===== src/hw/rtl/gsp_pkg.sv =====
// Shared types and constants for the step-limited grid path search.
// No dependencies.
package gsp_pkg;
  localparam int GridW = 8;
  localparam int GridH = 8;
  localparam int MaxResults = 64;

  localparam logic [1:0] OP_SET  = 2'd0;
  localparam logic [1:0] OP_LIST = 2'd1;
  localparam logic [1:0] OP_PATH = 2'd2;
  localparam logic [1:0] OP_NOP  = 2'd3;

  localparam logic [1:0] DIR_LEFT  = 2'd0;
  localparam logic [1:0] DIR_RIGHT = 2'd1;
  localparam logic [1:0] DIR_DOWN  = 2'd2;
  localparam logic [1:0] DIR_UP    = 2'd3;
endpackage


===== src/hw/rtl/grid_step_limited_path_search.sv =====
// Top level of the step-limited grid path search: configuration and core.
// Depends on gsp_pkg and gsp_core.
//
// A set command is taken while idle and busy does not rise. A list or path
// command keeps busy high while a single neighbor-check sequencer runs a
// breadth-first search, expanding the neighbors of each dequeued cell that
// lies below the step budget. A list then scans the grid once per distance
// level, until the budget is passed or 64 cells are found; a path checks the
// neighbors of each path cell in turn for a step one closer to the goal. The
// last beat carries out_last and appears in the cycle busy falls; results
// appear on single strobe cycles and cannot be held off by the receiver.
module grid_step_limited_path_search import gsp_pkg::*; (
  input  logic       clk,
  input  logic       rst,
  input  logic       start,
  output logic       busy,
  input  logic [1:0] opcode,
  input  logic [2:0] cell_x,
  input  logic [2:0] cell_y,
  input  logic       passable,
  input  logic [2:0] goal_x,
  input  logic [2:0] goal_y,
  input  logic [5:0] max_steps,
  input  logic       cfg_we,
  input  logic       cfg_index,
  input  logic [3:0] cfg_data,
  output logic       strobe,
  output logic [2:0] out_x,
  output logic [2:0] out_y,
  output logic       out_valid,
  output logic       out_last
);
  logic [3:0] active_width, active_height, eff_w, eff_h;

  always_ff @(posedge clk) begin
    if (rst) begin
      active_width <= 4'd8;
      active_height <= 4'd8;
    end else if (cfg_we) begin
      if (cfg_index == 1'b0) active_width <= cfg_data;
      else active_height <= cfg_data;
    end
  end

  assign eff_w = (active_width > 4'(GridW)) ? 4'(GridW) : active_width;
  assign eff_h = (active_height > 4'(GridH)) ? 4'(GridH) : active_height;

  gsp_core u_core (
    .clk, .rst, .start, .busy, .opcode, .cell_x, .cell_y, .passable,
    .goal_x, .goal_y, .max_steps, .eff_w, .eff_h,
    .strobe, .out_x, .out_y, .out_valid, .out_last
  );
endmodule


===== src/hw/rtl/gsp_core.sv =====
// Sequencer and storage for the search: map, distances, queue and output.
// Depends on gsp_pkg.
module gsp_core import gsp_pkg::*; (
  input  logic       clk,
  input  logic       rst,
  input  logic       start,
  output logic       busy,
  input  logic [1:0] opcode,
  input  logic [2:0] cell_x,
  input  logic [2:0] cell_y,
  input  logic       passable,
  input  logic [2:0] goal_x,
  input  logic [2:0] goal_y,
  input  logic [5:0] max_steps,
  input  logic [3:0] eff_w,
  input  logic [3:0] eff_h,
  output logic       strobe,
  output logic [2:0] out_x,
  output logic [2:0] out_y,
  output logic       out_valid,
  output logic       out_last
);
  localparam int XW = $clog2(GridW);
  localparam int YW = $clog2(GridH);
  localparam int CW = XW + YW;
  localparam int CELLS = GridW * GridH;
  localparam int PW = CW + 1;

  typedef enum logic [10:0] {
    S_IDLE = 11'b00000000001,
    S_POP  = 11'b00000000010,
    S_RDQ  = 11'b00000000100,
    S_RDD  = 11'b00000001000,
    S_NBR  = 11'b00000010000,
    S_SCAN = 11'b00000100000,
    S_SCMP = 11'b00001000000,
    S_PDS  = 11'b00010000000,
    S_PATH = 11'b00100000000,
    S_PCMP = 11'b01000000000,
    S_DONE = 11'b10000000000
  } state_t;

  state_t state;
  logic [CELLS-1:0] blocked;
  logic [CELLS-1:0] reached;
  logic [6:0] dist_mem [CELLS];
  logic [CW-1:0] queue [CELLS];
  logic [PW-1:0] head, tail;
  logic is_list;
  logic [5:0] limit;
  logic [CW-1:0] f1, f2;
  logic [XW-1:0] cx, sx, hx;
  logic [YW-1:0] cy, sy, hy;
  logic [6:0] cd;
  logic [1:0] dir;
  logic [6:0] scan_d;
  logic [CW-1:0] scan_c;
  logic [6:0] count;
  logic [CW-1:0] qrd;
  logic have;
  logic [CW-1:0] dra;
  logic [6:0] drd;
  logic hit, step_ok;

  logic [XW:0] nx;
  logic [YW:0] ny;
  logic nok;
  logic [CW-1:0] ncell;

  always_comb begin
    nx = {1'b0, cx};
    ny = {1'b0, cy};
    nok = 1'b0;
    case (dir)
      DIR_LEFT: begin
        nok = (cx != '0);
        nx = {1'b0, cx} - 1'b1;
      end
      DIR_RIGHT: begin
        nx = {1'b0, cx} + 1'b1;
        nok = (32'(nx) < 32'(eff_w));
      end
      DIR_DOWN: begin
        ny = {1'b0, cy} + 1'b1;
        nok = (32'(ny) < 32'(eff_h));
      end
      DIR_UP: begin
        nok = (cy != '0);
        ny = {1'b0, cy} - 1'b1;
      end
      default: nok = 1'b0;
    endcase
    ncell = {ny[YW-1:0], nx[XW-1:0]};
  end

  logic [XW-1:0] scx;
  logic [YW-1:0] scy;
  assign scx = scan_c[XW-1:0];
  assign scy = scan_c[CW-1:XW];
  assign busy = (state != S_IDLE);

  logic [XW-1:0] ix, gx;
  logic [YW-1:0] iy, gy;
  logic s_ok, g_ok;
  logic [CW-1:0] src;
  assign ix = XW'(cell_x);
  assign iy = YW'(cell_y);
  assign gx = XW'(goal_x);
  assign gy = YW'(goal_y);
  assign s_ok = (32'(cell_x) < 32'(eff_w)) && (32'(cell_y) < 32'(eff_h));
  assign g_ok = (32'(goal_x) < 32'(eff_w)) && (32'(goal_y) < 32'(eff_h));
  assign src = (opcode == OP_LIST) ? {iy, ix} : {gy, gx};

  always_comb begin
    case (state)
      S_RDQ: dra = qrd;
      S_SCAN: dra = scan_c;
      S_PATH: dra = ncell;
      default: dra = {sy, sx};
    endcase
  end

  always_ff @(posedge clk) begin
    drd <= dist_mem[dra];
  end

  assign hit = (32'(scx) < 32'(eff_w)) && (32'(scy) < 32'(eff_h)) &&
               reached[scan_c] && (drd == scan_d);
  assign step_ok = nok && reached[ncell] && (drd == cd - 7'd1);

  always_ff @(posedge clk) begin
    if (rst) begin
      strobe <= 1'b0;
    end else begin
      strobe <= (state == S_SCMP && hit && have) || (state == S_PCMP && step_ok) ||
                (state == S_DONE);
    end
  end

  always_ff @(posedge clk) begin
    if (rst) begin
      state <= S_IDLE;
      blocked <= '0;
      reached <= '0;
      head <= '0;
      tail <= '0;
    end else begin
      case (state)
        S_IDLE: begin
          if (start) begin
            if (opcode == OP_SET) begin
              if (s_ok) blocked[{iy, ix}] <= ~passable;
            end else if (opcode == OP_LIST || opcode == OP_PATH) begin
              is_list <= (opcode == OP_LIST);
              limit <= max_steps;
              sx <= ix;
              sy <= iy;
              count <= '0;
              have <= 1'b0;
              f1 <= {iy, ix};
              f2 <= src;
              if (max_steps == '0 || !s_ok || (opcode == OP_PATH && !g_ok)) begin
                state <= S_DONE;
              end else begin
                reached <= CELLS'(1) << src;
                dist_mem[src] <= '0;
                queue[0] <= src;
                head <= '0;
                tail <= PW'(1);
                state <= S_POP;
              end
            end
          end
        end
        S_POP: begin
          if (head < tail) begin
            qrd <= queue[head[CW-1:0]];
            head <= head + 1'b1;
            state <= S_RDQ;
          end else if (is_list) begin
            scan_d <= '0;
            scan_c <= '0;
            state <= S_SCAN;
          end else if (!reached[{sy, sx}]) begin
            state <= S_DONE;
          end else begin
            cx <= sx;
            cy <= sy;
            hx <= sx;
            hy <= sy;
            have <= 1'b1;
            count <= 7'd1;
            state <= S_PDS;
          end
        end
        S_RDQ: begin
          cx <= qrd[XW-1:0];
          cy <= qrd[CW-1:XW];
          dir <= DIR_LEFT;
          state <= S_RDD;
        end
        S_RDD: begin
          cd <= drd;
          state <= (drd >= {1'b0, limit}) ? S_POP : S_NBR;
        end
        S_NBR: begin
          if (nok && !reached[ncell] &&
              (!blocked[ncell] || ncell == f1 || ncell == f2) &&
              32'(tail) < CELLS) begin
            reached[ncell] <= 1'b1;
            dist_mem[ncell] <= cd + 7'd1;
            queue[tail[CW-1:0]] <= ncell;
            tail <= tail + 1'b1;
          end
          dir <= dir + 2'd1;
          if (dir == DIR_UP) state <= S_POP;
        end
        S_SCAN: begin
          if (scan_d > {1'b0, limit} || count == 7'(MaxResults)) begin
            state <= S_DONE;
          end else begin
            state <= S_SCMP;
          end
        end
        S_SCMP: begin
          // The newest cell is held back so that the final beat can carry out_last.
          if (hit) begin
            if (have) begin
              out_x <= 3'(hx);
              out_y <= 3'(hy);
              out_valid <= 1'b1;
              out_last <= 1'b0;
            end
            hx <= scx;
            hy <= scy;
            have <= 1'b1;
            count <= count + 7'd1;
          end
          if (scan_c == CW'(CELLS - 1)) begin
            scan_c <= '0;
            scan_d <= scan_d + 7'd1;
          end else begin
            scan_c <= scan_c + 1'b1;
          end
          state <= S_SCAN;
        end
        S_PDS: begin
          cd <= drd;
          dir <= DIR_LEFT;
          state <= (drd == '0) ? S_DONE : S_PATH;
        end
        S_PATH: begin
          state <= S_PCMP;
        end
        S_PCMP: begin
          if (step_ok) begin
            out_x <= 3'(hx);
            out_y <= 3'(hy);
            out_valid <= 1'b1;
            out_last <= 1'b0;
            hx <= nx[XW-1:0];
            hy <= ny[YW-1:0];
            cx <= nx[XW-1:0];
            cy <= ny[YW-1:0];
            cd <= cd - 7'd1;
            count <= count + 7'd1;
            dir <= DIR_LEFT;
            if (cd == 7'd1 || count == 7'(MaxResults - 1)) begin
              state <= S_DONE;
            end else begin
              state <= S_PATH;
            end
          end else if (dir == DIR_UP) begin
            state <= S_DONE;
          end else begin
            dir <= dir + 2'd1;
            state <= S_PATH;
          end
        end
        S_DONE: begin
          out_last <= 1'b1;
          out_valid <= have;
          out_x <= have ? 3'(hx) : 3'd0;
          out_y <= have ? 3'(hy) : 3'd0;
          state <= S_IDLE;
        end
        default: state <= S_IDLE;
      endcase
    end
  end
endmodule


===== config.mk =====
export PLATFORM = sky130hd
export DESIGN_NAME = grid_step_limited_path_search
export DESIGN_NICKNAME = d
export VERILOG_FILES = /design/src/hw/rtl/gsp_pkg.sv /design/src/hw/rtl/grid_step_limited_path_search.sv /design/src/hw/rtl/gsp_core.sv
export SDC_FILE = /design/constraint.sdc
export NUM_CORES = 2
export LEC_CHECK = 0
export BUFFER_PORTS_ARGS = -buffer_cell sky130_fd_sc_hd__buf_2
export CORE_MARGIN = 4
export CORE_UTILIZATION = 35
export CTS_BUF_LIST = sky130_fd_sc_hd__clkbuf_4 sky130_fd_sc_hd__clkbuf_8
export CTS_CLUSTER_DIAMETER = 80
export CTS_CLUSTER_SIZE = 24
export DETAILED_ROUTE_END_ITERATION = 7
export PLACE_DENSITY_LB_ADDON = 0.05
export SKIP_CTS_REPAIR_TIMING = 1
export SLEW_MARGIN = 20
export SYNTH_ARGS = -nofsm -noshare
export SYNTH_HDL_FRONTEND = slang
export SYNTH_HIERARCHICAL = 1
export SYNTH_SLANG_ARGS = --single-unit
export TNS_END_PERCENT = 10

===== constraint.sdc =====
create_clock -name clk -period 19 [get_ports clk]
set_clock_uncertainty 0.2 [all_clocks]
set_input_delay 1.9 -clock clk [delete_from_list [all_inputs] [get_ports clk]]
set_output_delay 1.9 -clock clk [all_outputs]
set_load 0.005 [all_outputs]

==> metrics.cfg <==
[run_status]
status = complete, no violations

[route]
dr.pass1.iters = 5
post_drt_via_cell_ratio = 5.80
drtAntennaViolNets = 0
drt_iter0_drcs = 3543
drt_drc_violations_left = 0
post_route_wl_um = 171000
wl_per_cell_um = 29.5
via_count = 33691

[clocking]
tritoncts.num_buffers = 72
clock_tree.root_cell = clkbuf_8
tritoncts_num_sinks = 1076
tritoncts = done
path_clk_slew_ns = 0.13
clock_path_buffers = 3
worstSkewPairLatency_ns = 0.82
cts_max_level = 3

[job]
maxCapViolations = 0

[synth]
seq_area_frac_synth_pct = 60.8
synth-seq-cells = 1076
synthesis.area_um2 = 50300
synth_async_sr_flop_share_pct = 0
netlist_instances = 3924
synth.yosys.warnings = 6
postSynth.topFlopCell = edfxtp_1
synth_cell_type_count = 90
syn_nets = 4012
synth-edff-count = 907
syn_avg_cell_area_um2 = 12.8

[worst_setup_path]
timing.critical_path.to_type = flop
r2r_start = u_core/dir[0]$_DFFE_PP_
required_ns = 19.19
crit_path_end = u_core/queue[32][0]$_DFFE_PP_
critical_path.max_fanout = 39
crit_path_start = u_core/dir[0]$_DFFE_PP_
critical_path_arrival_ns = 6.75
critical_path.startpoint_type = flop
crit-reg2reg-capture = u_core/queue[32][0]$_DFFE_PP_
crit_type = reg -> reg
r2r_cells = 13
rrSetupSlack_ns = 12.44

[grt]
wire_length_of_the_first_global_routing_pass_um = 247000
grt_overflow_total = 0
grt_antenna_before_repair = 7
vias_in_the_first_global_route = 32778
gr-usage-all-layers_pct = 22.3
maximum_number_of_pins_on_one_net_before_global_route_repair = 75

[placement]
finalWeightedCongestion = 0.847
dpl.cell_count = 5673
dp.final_hpwl_um = 111000
numPortBuffers = 39
place_ws_ns = 12.37

[cells_and_area]
nets = 3947
area.sequential_um2 = 30600
post_layout_nonfiller_instances = 5805
multi_input_comb_area_um2 = 18600
drive_above_1_share_pct = 14.5
area_delta_synth_final_pct = 8.14
most_frequent_standard_cell_in_the_layout_excluding_fill_and_tap_cells = edfxtp_1
mostFrequentLayoutCells = 907 x edfxtp_1, 435 x nand2_1, 228 x a21oi_1
filler_cell_count = 13609

[power_and_ir_drop]
leakage_nw = 17.7
finalPower_w = 0.00484
pwr_density_cell_nw_per_um2 = 88.9
worst_ir_drop_vdd_mv = 0.0594

[sta]
timing.final.hold_violations = 0
rsz0062_at_grt = false
timing.final.ws_setup_ns = 12.44
fin_crit_sh_pct = 34.5
setup_viol = 0
slew_at_the_pin_closest_to_its_max_slew_limit_ns = 1.18
timing.max_slew.rel_slack_pct = 21.0
min_period_ns = 6.56
final.setup.tns_ns = 0
finalMaxSlewViolations = 0
max_clock_freq_ghz = 0.152

[floorplan]
ioPinCount = 40
die_y_um = 387
dieArea_um2 = 150000
die-width_um = 387
row_count = 138
area_of_the_core_region_um2 = 142000
starting_density_of_the_core_pct = 35.4

[hold_path]
hold_path.class = reg -> reg
worst_hold_path.num_cells = 2

[how the worst min path moves through the flow]
stage	from	endpoint	slack, ns
after floorplan	active_height[0]$_SDFFE_PP0P_	active_height[0]$_SDFFE_PP0P_	0.24
after global placement	active_width[2]$_SDFFE_PP0P_	active_width[2]$_SDFFE_PP0P_	0.26
after detailed placement	active_height[1]$_SDFFE_PP0P_	active_height[1]$_SDFFE_PP0P_	0.26
after CTS	active_height[1]$_SDFFE_PP0P_	active_height[1]$_SDFFE_PP0P_	0.28
after global routing	active_height[2]$_SDFFE_PP0P_	active_height[2]$_SDFFE_PP0P_	0.31
final	active_height[2]$_SDFFE_PP0P_	active_height[2]$_SDFFE_PP0P_	0.28
[state kept, by name, summed over array words and instances, names as in the netlist, 4 cells and up]
signal / cells
u_core/cd: 7
u_core/limit: 6
u_core/tail: 7
u_core/scan_c: 6
u_core/drd: 7
active_height: 4
u_core/count: 7
u_core/dist_mem: 448
u_core/state: 11
u_core/blocked: 64
u_core/scan_d: 7
u_core/f1: 6
u_core/reached: 64
u_core/f2: 6
u_core/head: 7
active_width: 4
u_core/queue: 384
u_core/qrd: 6
[per-stage QoR]
stage          instance area [um2]  hold slack [ns]  util (%)
3_3_place_gp                 52800            0.258      37.1
4_1_cts                      54400            0.284      38.2
3_5_place_dp                 52800            0.255      37.1
5_1_grt                      54400            0.313      38.3
6_report                     54400            0.282      38.3
2_1_floorplan                50300            0.244         -
[metal layers]
| layer | track usage, % | up-vias | wire length [um] |
|---|---|---|---|
| met5 | 0 | - | 0 |
| met4 | 6.10 | 0 | 4250 |
| met3 | 3.07 | 184 | 9800 |
| met2 | 33.5 | 1114 | 76200 |
| met1 | 33.7 | 17436 | 80900 |
| li1 | - | 14957 | - |
[kinds of logic after synthesis]
kind of cell,count (synthesis),share of synthesized area [%]
and+or+nand+nor,1253,12.1
DFF,1076,60.8
AOI/OAI and AO/OA,748,9.78
muxes,397,12.2
buffers and inverters,345,2.76
adders and majority gates,58,1.44
xor gates and xnor gates,47,0.872
[layout make-up]
type	count	area share [%]
antenna	3	0.0138
clock buffer	81	1.96
clock inverter	46	0.993
inverter	65	0.448
multi-input combinational	2503	34.2
sequential	1076	56.3
tap	1890	4.34
timing repair buffer	141	1.82
[worst max-delay path: stages, from the launching register on]
cell      delay [ns]
edfxtp_1        0.43
inv_1           0.12
ha_1            0.40
or3_1           0.17
buf_4           0.28
and2_2          0.51
buf_4           0.58
mux2i_1         0.26
mux2i_1         0.14
o22a_1          0.28
o311ai_2        0.65
o31a_1          0.64
nand4_2         0.55
nor3_1          0.91
[cell usage after synthesis (23+ instances only)]
cell type / number / area share (%)
o31a_1: 43 / 0.75
mux2_2: 57 / 1.3
a22oi_1: 40 / 0.60
and3_1: 78 / 0.97
dfxtp_1: 169 / 6.7
nand2_1: 436 / 3.3
o21a_1: 39 / 0.58
xnor2_1: 30 / 0.52
edfxtp_1: 907 / 54
buf_1: 39 / 0.29
inv_1: 59 / 0.44
nor2b_1: 23 / 0.29
buf_2: 47 / 0.47
a31oi_1: 34 / 0.42
nand4_1: 25 / 0.31
nor2_1: 208 / 1.6
nand2b_1: 23 / 0.29
a21oi_1: 232 / 2.3
a211oi_1: 70 / 1.0
nor3_1: 67 / 0.67
or3_1: 56 / 0.70
nor4_1: 25 / 0.31
mux2i_1: 172 / 3.4
o21ai_0: 129 / 1.3
nand3_1: 209 / 2.1
ha_1: 58 / 1.4
and4_1: 23 / 0.40
clkbuf_1: 189 / 1.4
mux4_2: 167 / 7.5
[power breakdown]
group	internal, W	switching (W)
logic	0.000301	0.000531
clock network	0.000464	0.000877
registers	0.00259	0.0000737
total	0.00336	0.00148
(Power assumes the default switching activity.)
